### src/hdl/ntc_pkg.sv
// ntc_pkg: beat types, field widths and codes shared by the tint classifier
// used by ntc_cell and nearest_tint_classifier; no dependencies
package ntc_pkg;

	localparam int ENTRY_W = 6;
	localparam int COLOR_W = 32;
	localparam int DIST_W  = 18;
	localparam int KIND_W  = 2;
	localparam int COUNT_W = 7;
	localparam int CHAN_W  = 8;
	localparam int CHAN_SQ_W = 16;

	localparam logic [CHAN_W-1:0] ALPHA_OPAQUE = 8'hFF;

	localparam logic MODE_LOAD     = 1'b0;
	localparam logic MODE_CLASSIFY = 1'b1;

	localparam logic [KIND_W-1:0] KIND_NONE    = 2'd0;
	localparam logic [KIND_W-1:0] KIND_EXACT   = 2'd1;
	localparam logic [KIND_W-1:0] KIND_NEAREST = 2'd2;

	typedef struct packed {
		logic               mode;
		logic [ENTRY_W-1:0] entry_index;
		logic               entry_valid;
		logic [COLOR_W-1:0] color;
	} pix_beat_t;

	typedef struct packed {
		logic [ENTRY_W-1:0] material_index;
		logic [KIND_W-1:0]  match_kind;
		logic [DIST_W-1:0]  best_distance;
	} res_beat_t;

	// item in flight along the cell row, with the running search result
	typedef struct packed {
		logic               valid;
		pix_beat_t          beat;
		logic               exact_hit;
		logic [ENTRY_W-1:0] exact_index;
		logic               near_hit;
		logic [ENTRY_W-1:0] near_index;
		logic [DIST_W-1:0]  near_dist;
	} token_t;

endpackage

### src/hdl/ntc_cell.sv
// ntc_cell: one table entry of the tint classifier and its search stage
// depends on ntc_pkg for the token type, widths and codes
module ntc_cell #(
	parameter int INDEX = 0
) (
	input  logic                            clk,
	input  logic                            arst_n,
	input  logic                            advance,
	input  logic [ntc_pkg::COUNT_W-1:0]     type_count,
	input  ntc_pkg::token_t                 tok,
	output ntc_pkg::token_t                 tok_s1
);

	localparam logic [ntc_pkg::ENTRY_W-1:0] SLOT = ntc_pkg::ENTRY_W'(INDEX);
	localparam logic [8:0] POS = 9'(INDEX);
	localparam logic WRITABLE = (INDEX < (1 << ntc_pkg::ENTRY_W));

	logic [3*ntc_pkg::CHAN_W-1:0] tint_q;
	logic                         present_q;

	logic                         active;
	logic                         is_load;
	logic                         exact;
	logic [ntc_pkg::CHAN_W-1:0]   dr, dg, db;
	logic [ntc_pkg::CHAN_SQ_W-1:0] sr, sg, sb;
	logic [ntc_pkg::DIST_W-1:0]   sq_dist;
	logic                         closer;
	ntc_pkg::token_t              nxt;
	logic                         valid_s1;
	ntc_pkg::token_t              payload_s1;

	function automatic logic [ntc_pkg::CHAN_W-1:0] abs_diff(
		input logic [ntc_pkg::CHAN_W-1:0] a,
		input logic [ntc_pkg::CHAN_W-1:0] b
	);
		return (a > b) ? (a - b) : (b - a);
	endfunction

	assign is_load = tok.valid && (tok.beat.mode == ntc_pkg::MODE_LOAD);
	assign active  = present_q && (POS < {2'b00, type_count});

	assign exact = active &&
		({ntc_pkg::ALPHA_OPAQUE, tint_q} == tok.beat.color);

	assign dr = abs_diff(tok.beat.color[7:0],   tint_q[7:0]);
	assign dg = abs_diff(tok.beat.color[15:8],  tint_q[15:8]);
	assign db = abs_diff(tok.beat.color[23:16], tint_q[23:16]);
	assign sr = dr * dr;
	assign sg = dg * dg;
	assign sb = db * db;
	assign sq_dist = ntc_pkg::DIST_W'(sr) + ntc_pkg::DIST_W'(sg) + ntc_pkg::DIST_W'(sb);
	assign closer = active && (!tok.near_hit || (sq_dist < tok.near_dist));

	always_comb begin
		nxt = tok;
		if (exact && !tok.exact_hit) begin
			nxt.exact_hit   = 1'b1;
			nxt.exact_index = SLOT;
		end
		if (closer) begin
			nxt.near_hit   = 1'b1;
			nxt.near_index = SLOT;
			nxt.near_dist  = sq_dist;
		end
	end

	always_ff @(posedge clk or negedge arst_n) begin
		if (!arst_n) begin
			present_q <= 1'b0;
		end else if (advance && is_load && WRITABLE && (tok.beat.entry_index == SLOT)) begin
			present_q <= tok.beat.entry_valid;
		end
	end

	always_ff @(posedge clk) begin
		if (advance && is_load && WRITABLE && (tok.beat.entry_index == SLOT)) begin
			tint_q <= tok.beat.color[3*ntc_pkg::CHAN_W-1:0];
		end
	end

	always_ff @(posedge clk or negedge arst_n) begin
		if (!arst_n) begin
			valid_s1 <= 1'b0;
		end else if (advance) begin
			valid_s1 <= tok.valid;
		end
	end

	always_ff @(posedge clk) begin
		if (advance) begin
			payload_s1 <= nxt;
		end
	end

	always_comb begin
		tok_s1       = payload_s1;
		tok_s1.valid = valid_s1;
	end

endmodule
### config.mk
export PLATFORM = sky130hd
export DESIGN_NAME = ntc_cell
export DESIGN_NICKNAME = d
export VERILOG_FILES = /design/src/hdl/ntc_pkg.sv /design/src/hdl/ntc_cell.sv
export SDC_FILE = /design/constraint.sdc
export NUM_CORES = 1
export LEC_CHECK = 0
export BUFFER_PORTS_ARGS = -buffer_cell sky130_fd_sc_hd__buf_4
export CAP_MARGIN = 20
export CORE_ASPECT_RATIO = 1.1
export CORE_MARGIN = 2
export CORE_UTILIZATION = 52
export DETAILED_ROUTE_END_ITERATION = 8
export PLACE_DENSITY = 0.84
export SETUP_SLACK_MARGIN = 0.2
export SYNTH_ARGS = -nofsm -noshare
export SYNTH_HDL_FRONTEND = slang
export SYNTH_SLANG_ARGS = --single-unit
### constraint.sdc
create_clock -name clk -period 23.8 [get_ports clk]
set_input_delay 0 -clock clk [delete_from_list [all_inputs] [get_ports clk]]
set_output_delay 0 -clock clk [all_outputs]
set_load 0.1 [all_outputs]
* Word-level counts from Yosys, hierarchy flattened
Index checks and enable logic that the tools add are counted.
Word-level totals: input port bits 83, flip-flop bits (word level) 98
Operators by class: mux-type cells 4, magnitude comparators 5, $mul 3, eq/ne operators 1, bitwise gates (word level) 1, reductions and logical operators 11, add/sub/neg operators 8
Operators by type and width (number):
- $mul A8 B8 Y16 | 3
- $sub A8 B8 Y8 | 6
- $eq A32 B32 Y1 | 1
- $gt A8 B8 Y1 | 3
- $mux W8 | 3
- $add A17 B16 Y18 | 1
- $lt A18 B18 Y1 | 1
- $mux W18 | 1
- $add A16 B16 Y17 | 1
- $logic_and A1 B1 Y1 | 7
- $lt A1 B7 Y1 const A | 1
- $logic_not A6 Y1 | 1
- $logic_not A1 Y1 | 2
- $logic_or A1 B1 Y1 | 1
- $not A1 Y1 | 1

* Depth between registers and ports, before layout
Gate-level depths: netlist of run 1.
depth after elaboration 9, gate-level depth with buffers 42

* Least setup slack after synthesis of run 1
Ideal clock, no wire load.
path kind reg-to-reg, start point register tint_q[0] (netlist name), end point register payload_s1, in the netlist tok_s1[10] (data pin), cell stages (with the launch flop) 36, path buffers 2, arrival time 9.148 ns, data required time 23.540 ns, period minus slack after synthesis 9.408 ns, slack 14.392 ns, setup time 0.260 ns, cell sequence edfxtp_1 > ha_1 > inv_1 > fa_1 > a21o_1 > a221oi_2 > o22ai_2 > a2111oi_0 > a21oi_1 > xnor2_1 > buf_2 > or2_2 > fa_1 > fa_1 > fa_1 > fa_1 > inv_1 > fa_1 > fa_1 > inv_1 > fa_1 > inv_1 > ha_1 > a21o_1 > a31o_2 > a211oi_1 > o31a_1 > o21ai_0 > xor2_1 > ha_1 > a21o_1 > a21oi_1 > o31ai_1 > a21oi_1 > buf_2 > mux2_2
RTL lines:
- start, declared | RTL line ntc_cell.sv:18 | logic [3*ntc_pkg::CHAN_W-1:0] tint_q;
- start signal, assigned | RTL line ntc_cell.sv:77 | tint_q <= tok.beat.color[3*ntc_pkg::CHAN_W-1:0];
- end signal, assigned | RTL line ntc_cell.sv:91 | payload_s1 <= nxt;
- end, declared | RTL line ntc_cell.sv:30 | ntc_pkg::token_t payload_s1;

==> results of run 1 <==
worst paths after layout:
check,slack (ps),endpoint
max in group asynchronous,23190,present_q
max reg2reg,13380,tok_s1[16]
min in group asynchronous,490,valid_s1
min,40,tok_s1[47]
max,13360,tok_s1[16]
min reg2reg,540,valid_s1
flip-flops by register name, summed over array words and instances, names as in the netlist:
| name | count |
|---|---|
| tok_s1 | 72 |
| present_q | 1 |
| valid_s1 | 1 |
| tint_q | 24 |
cell type report:
type,count,area (sq um)
multi-input cells,696,7210
clock inverters,6,55.1
inverters,278,1040
fillers,1635,7480
repair buffers,235,1970
flip-flops and latches,98,2930
clock buffers,10,239
well taps,290,363
cells by family after synthesis:
| kind of cell | after synthesis |
|---|---|
| fa+ha+maj | 280 |
| mux | 34 |
| xor+xnor | 35 |
| flops | 98 |
| simple gates | 203 |
| compound gates | 144 |
| buf+inv | 299 |
synth_stat cells, types with 14 or more instances:
cell type	count
edfxtp_1	96
a21oi_1	46
mux2_2	20
mux2i_1	14
fa_1	139
nand2b_1	21
inv_1	276
xnor2_1	22
o21ai_0	17
a21o_1	29
nor2_1	86
ha_1	141
nand2_1	27
layer usage:
metal	global-route usage	share of wire
met4	0.0943	0.034
met3	0.0397	0.054
met5	0	0
met1	0.275	0.39
met2	0.420	0.52
worst max-delay path, delay by kind of cell:
| kind | cells | cell delay (ps) |
|---|---|---|
| AO/OA/AOI/OAI | 13 | 3050 |
| XOR/XNOR | 2 | 880 |
| adder cells (fa/ha/maj) | 11 | 4730 |
| buffers and inverters | 8 | 1150 |
| multiplexers | 1 | 340 |
| AND/OR/NAND/NOR | 2 | 380 |
repair_timing:
item / in CTS / in global routing
hold buffers: 75 / 0
endpoints found under the hold margin: 100 / 0
endpoints found under the setup margin: 0 / 0
per-stage QoR:
step | worst slack [ps] | hold slack (ps) | cell area, sq um | instances | util
detailed placement | 13440 | -216 | 12800 | 1522 | 0.600
finish | 13360 | 36.6 | 13800 | 1613 | 0.649
global placement | 13230 | -217 | 12700 | 1521 | 0.598
global route | 12720 | 39.1 | 13800 | 1613 | 0.649
floorplan | 14390 | -296 | 11300 | 1093 | -
CTS | 13380 | 33.9 | 13800 | 1613 | 0.649
==> flow_summary_export.csv, run 1 <==
group,metric,value,unit
min_path,hp-class,"input port to flip-flop",
yosys,synthesis.nets,1456,
cells_and_area,final_common_cell,"inv_1",
cts,cts_resized,0,
worst_setup_path,r2r-start,"tint_q[0]",
sta,rsz0062_at_grt,"false",
yosys,synth.area.mux_share,0.0324,
die,die_y,158,um
sta,period_needed,10440,ps
detailed_routing,routed_wl,25500,um
grt,grt_pass1_vias,9062,
die,core_area,21300,sq um
worst_setup_path,critPathRequiredTime,23910,ps
worst_setup_path,cpMostUsedCell,"fa_1",
grt,grt_use_total,0.233,
yosys,synth_top_area_share,0.256,
worst_setup_path,startpoint_type,"input port",
yosys,synthTopCellsByArea,"edfxtp_1 26%, fa_1 25%, ha_1 16%, inv_1 9.2%, nor2_1 2.9%",
sta,hold_viol,0,
worst_setup_path,critPathArrivalTime,10550,ps
sta,slew_violations,0,
yosys,yosys.area_share.simple,0.0875,
cts,cts.clk_slew.worst_paths,90,ps
yosys,syn_avg_cell_area,10.3,sq um
worst_setup_path,worst-r2r-cell-count,34,
worst_setup_path,path_max_fanout,20,
min_path,hold_start,"advance",
yosys,synthAdderAreaFrac,0.403,
cells_and_area,final_cell_mix,"276 x inv_1, 159 x buf_4, 141 x ha_1, 139 x fa_1, 96 x edfxtp_1",
sta,max_freq,95.8,MHz
yosys,synth-seq-cells,98,
cts,clkSinkCount,98,
cells_and_area,diodes,0,
sta,tightest_slew,983,ps
cells_and_area,syn_to_final_growth,22.5,%
yosys,synth.largest_area_cell,"edfxtp_1",
run,drv_cap,0,
worst_setup_path,criticalPathCategory,"input port to flip-flop",
cts,clk_latency,370,ps
place,place_congestion,1.03,
detailed_routing,vias,8367,
detailed_routing,antenna_left,0,
yosys,yosysSeqAreaShare,0.260,
sta,relSlewSlack,0.326,
worst_setup_path,cp_slowest_cell,"xnor2_1",
cts,cts_tree,"done",
yosys,async_flop_share,0.0204,
die,start_util,0.530,
sta,fin_crit_sh,0.439,
detailed_routing,route.detailed.drc,0,
grt,globalRouteOverflowTotal,0,
cts,clockRootBuffer,"clkbuf_16",
place,hpwl,20100,um
cts,htree_levels,3,
worst_setup_path,cpPeakStageDelay,670,ps
die,num_rows,56,
yosys,syn_inst,1093,
grt,antenna_found_initial,0,
detailed_routing,firstDrtPassIters,5,
yosys,syn_area,11300,sq um
grt,grt_max_degree,59,
die,io_pins,156,
min_path,min_path_cells,1,
cells_and_area,nets,1681,
detailed_routing,drt-vias-per-instance,5.19,
cts,post_cts_buffers,0,
detailed_routing,drtIter0Drc,387,
cts,clock_path_buffers,2,
sta,finalSetupViolations,0,
yosys,synth_ff_type,"edfxtp_1",
worst_setup_path,crit_start,"tok[32]",
sta,fin_setup_tns,0,ps
cts,cts_inserted_buffers,9,
yosys,synth-warning-count,0,
worst_setup_path,endpoint_kind,"flip-flop",
die,die_w,144,um
yosys,synth_xor_xnor_area_share,0.0292,
sta,fin_worst_skew,15.7,ps
yosys,synth_compound_area_frac,0.0863,
detailed_routing,wire_per_inst,15.8,um
yosys,synth_edf_count,96,
grt,grt_pass1_wl,41800,um
cells_and_area,drive_gt1_frac,0.169,
status,status,"finished clean",
place,io_buffers,155,
yosys,synth_top_family_by_area,"adder cells",
die,dieArea,22900,sq um
yosys,yosys.cell_types.count,64,
Power of run 1 is left out: the tool's default activity adds up to more than one toggle a clock period on the data nets, which glitch-free logic cannot reach.
==> inputs of run 2 (changes only) <==
--- a/config.mk
+++ b/config.mk
@@ -11,7 +11,7 @@
 export CORE_MARGIN = 2
 export CORE_UTILIZATION = 52
 export DETAILED_ROUTE_END_ITERATION = 8
-export PLACE_DENSITY = 0.84
+export PLACE_DENSITY = 0.87
 export SETUP_SLACK_MARGIN = 0.2
 export SYNTH_ARGS = -nofsm -noshare
 export SYNTH_HDL_FRONTEND = slang
==> constraint.sdc (replaced) <==
create_clock -name clk -period 8.43 [get_ports clk]
set_input_delay 0 -clock clk [delete_from_list [all_inputs] [get_ports clk]]
set_output_delay 0 -clock clk [all_outputs]
set_load 0.1 [all_outputs]
==> run 2 against run 1 <==
Net effect:
- critical endpoint is now tok_s1[14]
- global-route usage grew 12 points
- worst hold slack better by 200 ps
- register-to-register slack got worse by 15000 ps
- final cell count grew 13%
- sequential share of layout area down 2.9 points
- first-iteration DRC count grew to 3.4 times the previous value
- worst setup slack got worse by 15000 ps
- highest routed layer unchanged
- utilization increased by 10 points
- the flow now finishes with violations (setup timing)
- critical path depth rose by 1
- die area unchanged
- clock skew increased by 1.0 ps
==> flow_summary_export.csv, run 2 (synthesized netlist as in run 1, its figures left out) <==
group,metric,value,unit
worst_setup_path,criticalPathCategory,"flip-flop to flip-flop",
place,dp_slack,-956,ps
detailed_routing,vias,10800,
detailed_routing,drtIter0Drc,1313,
worst_setup_path,critPathRequiredTime,8580,ps
worst_setup_path,path_max_fanout,7,
min_path,min_path_cells,3,
cts,clockRootBuffer,"clkbuf_16",
detailed_routing,drt-vias-per-instance,5.89,
sta,whs,232,ps
cells_and_area,syn_to_final_growth,42.2,%
worst_setup_path,cp_slowest_cell,"fa_1",
cts,htree_levels,3,
grt,grt_max_degree,74,
grt,globalRouteOverflowTotal,0,
sta,hold_viol,0,
place,hpwl,23800,um
place,place_congestion,0.924,
cells_and_area,largest_reg_flops,72,
sta,relSlewSlack,0.283,
status,violations,"setup timing",
detailed_routing,route.detailed.drc,0,
cells_and_area,nets,1893,
sta,period_needed,9880,ps
grt,grt_pass1_vias,11400,
cells_and_area,final_common_cell,"buf_4",
sta,tightest_slew,1070,ps
grt,grt_use_total,0.353,
sta,slew_violations,0,
place,dpl.cell_count,1710,
cells_and_area,nFillCells,1172,
cts,clock_path_buffers,2,
detailed_routing,antenna_left,0,
grt,grt_pass1_wl,60300,um
status,status,"finished with violations",
die,die_y,158,um
place,io_buffers,155,
die,start_util,0.530,
detailed_routing,wl_met3,4040,um
cts,cts_tree,"done",
min_path,hp-class,"input port to flip-flop",
cts,cts.clk_slew.worst_paths,100,ps
sta,fin_worst_skew,16.7,ps
worst_setup_path,cpMostUsedCell,"fa_1",
detailed_routing,met1_length,13700,um
detailed_routing,routed_wl,42300,um
die,core_area,21300,sq um
sta,worst_slack,-1450,ps
detailed_routing,firstDrtPassIters,6,
grt,antenna_found_initial,1,
sta,rsz0062_at_grt,"true",
cts,cts_inserted_buffers,9,
run,drv_cap,0,
cells_and_area,drive_gt1_frac,0.338,
die,io_pins,156,
worst_setup_path,critPathArrivalTime,10030,ps
detailed_routing,dr_wl_met2,20200,um
sta,fin_crit_sh,1.17,
cells_and_area,final_cell_mix,"362 x buf_4, 264 x inv_1, 130 x ha_1, 125 x fa_1, 96 x edfxtp_1",
worst_setup_path,worst-r2r-cell-count,38,
worst_setup_path,cpPeakStageDelay,620,ps
die,die_w,144,um
detailed_routing,wire_per_inst,23.1,um
die,num_rows,56,
sta,finalSetupViolations,24,
worst_setup_path,endpoint_kind,"flip-flop",
detailed_routing,top_layer_used,"met4",
cts,clkSinkCount,98,
sta,max_freq,101,MHz
cells_and_area,instances_no_fill,1826,
cts,clk_latency,390,ps
die,dieArea,22900,sq um
worst_setup_path,startpoint_type,"flip-flop",
run 2: changes by cell type in the layout (fill, tap and decap cells not counted), sizes merged:
cell,before,now
dlygate4sd3,75,76
inv,282,280
diode,0,1
clkinv,2,5
buf,160,369
clkbuf,10,11
run 2: timing repair:
action | in CTS | in global routing
pin swaps | 24 | 15
endpoints found under the setup margin | 24 | 24
gates resized for setup | 27 | 39
cloned | 1 | 2
hold endpoints to repair | 99 | 1
hold buffers | 75 | 1
setup buffers | 14 | 6
run 2: through the flow:
step	TNS, ps	cell area [sq um]	utilization
6_report	-33710	16000	0.753
5_1_grt	-38240	16000	0.753
4_1_cts	-17790	15700	0.739
3_5_place_dp	-21090	14500	0.679
3_3_place_gp	-10630	14500	0.679
2_1_floorplan	-7900	11600	-
run 2: worst max-delay path: cells and delay by family, from the launching register on:
family / cells / cell delay [ps]
DFF: 1 / 410
AOI/OAI and AO/OA: 12 / 2080
muxes: 1 / 330
buffers and inverters: 9 / 1190
xor gates and xnor gates: 2 / 350
and+or+nand+nor: 3 / 470
adders and majority gates: 11 / 4790
run 2: worst paths after layout:
check / to / start / slack [ps]
max: tok_s1[14] / tint_q[8] / -1450
min: tok_s1[24] / type_count[3] / 230
max reg2reg: tok_s1[14] / tint_q[8] / -1450
min reg2reg: valid_s1 / valid_s1 / 610
max in group asynchronous: present_q / arst_n / 7770
min in group asynchronous: valid_s1 / arst_n / 510
run 2: layer usage:
| metal | GRT usage | vias up |
|---|---|---|
| met5 | 0 | - |
| met4 | 0.278 | 0 |
| met3 | 0.105 | 393 |
| met2 | 0.597 | 835 |
| met1 | 0.366 | 5159 |
| li1 | - | 4374 |
run 2: final cells by class:
class                      instances  area (sq um)  area share
multi-input combinational        696          7730       0.482
tap                              290           363      0.0226
clock inverter                     7          81.3     0.00507
sequential                        98          2930       0.183
timing repair buffer             447          3660       0.228
clock buffer                       9           225      0.0140
inverter                         278          1040      0.0651
antenna                            1          2.50    0.000156
Power of run 2 is left out for the same reason.
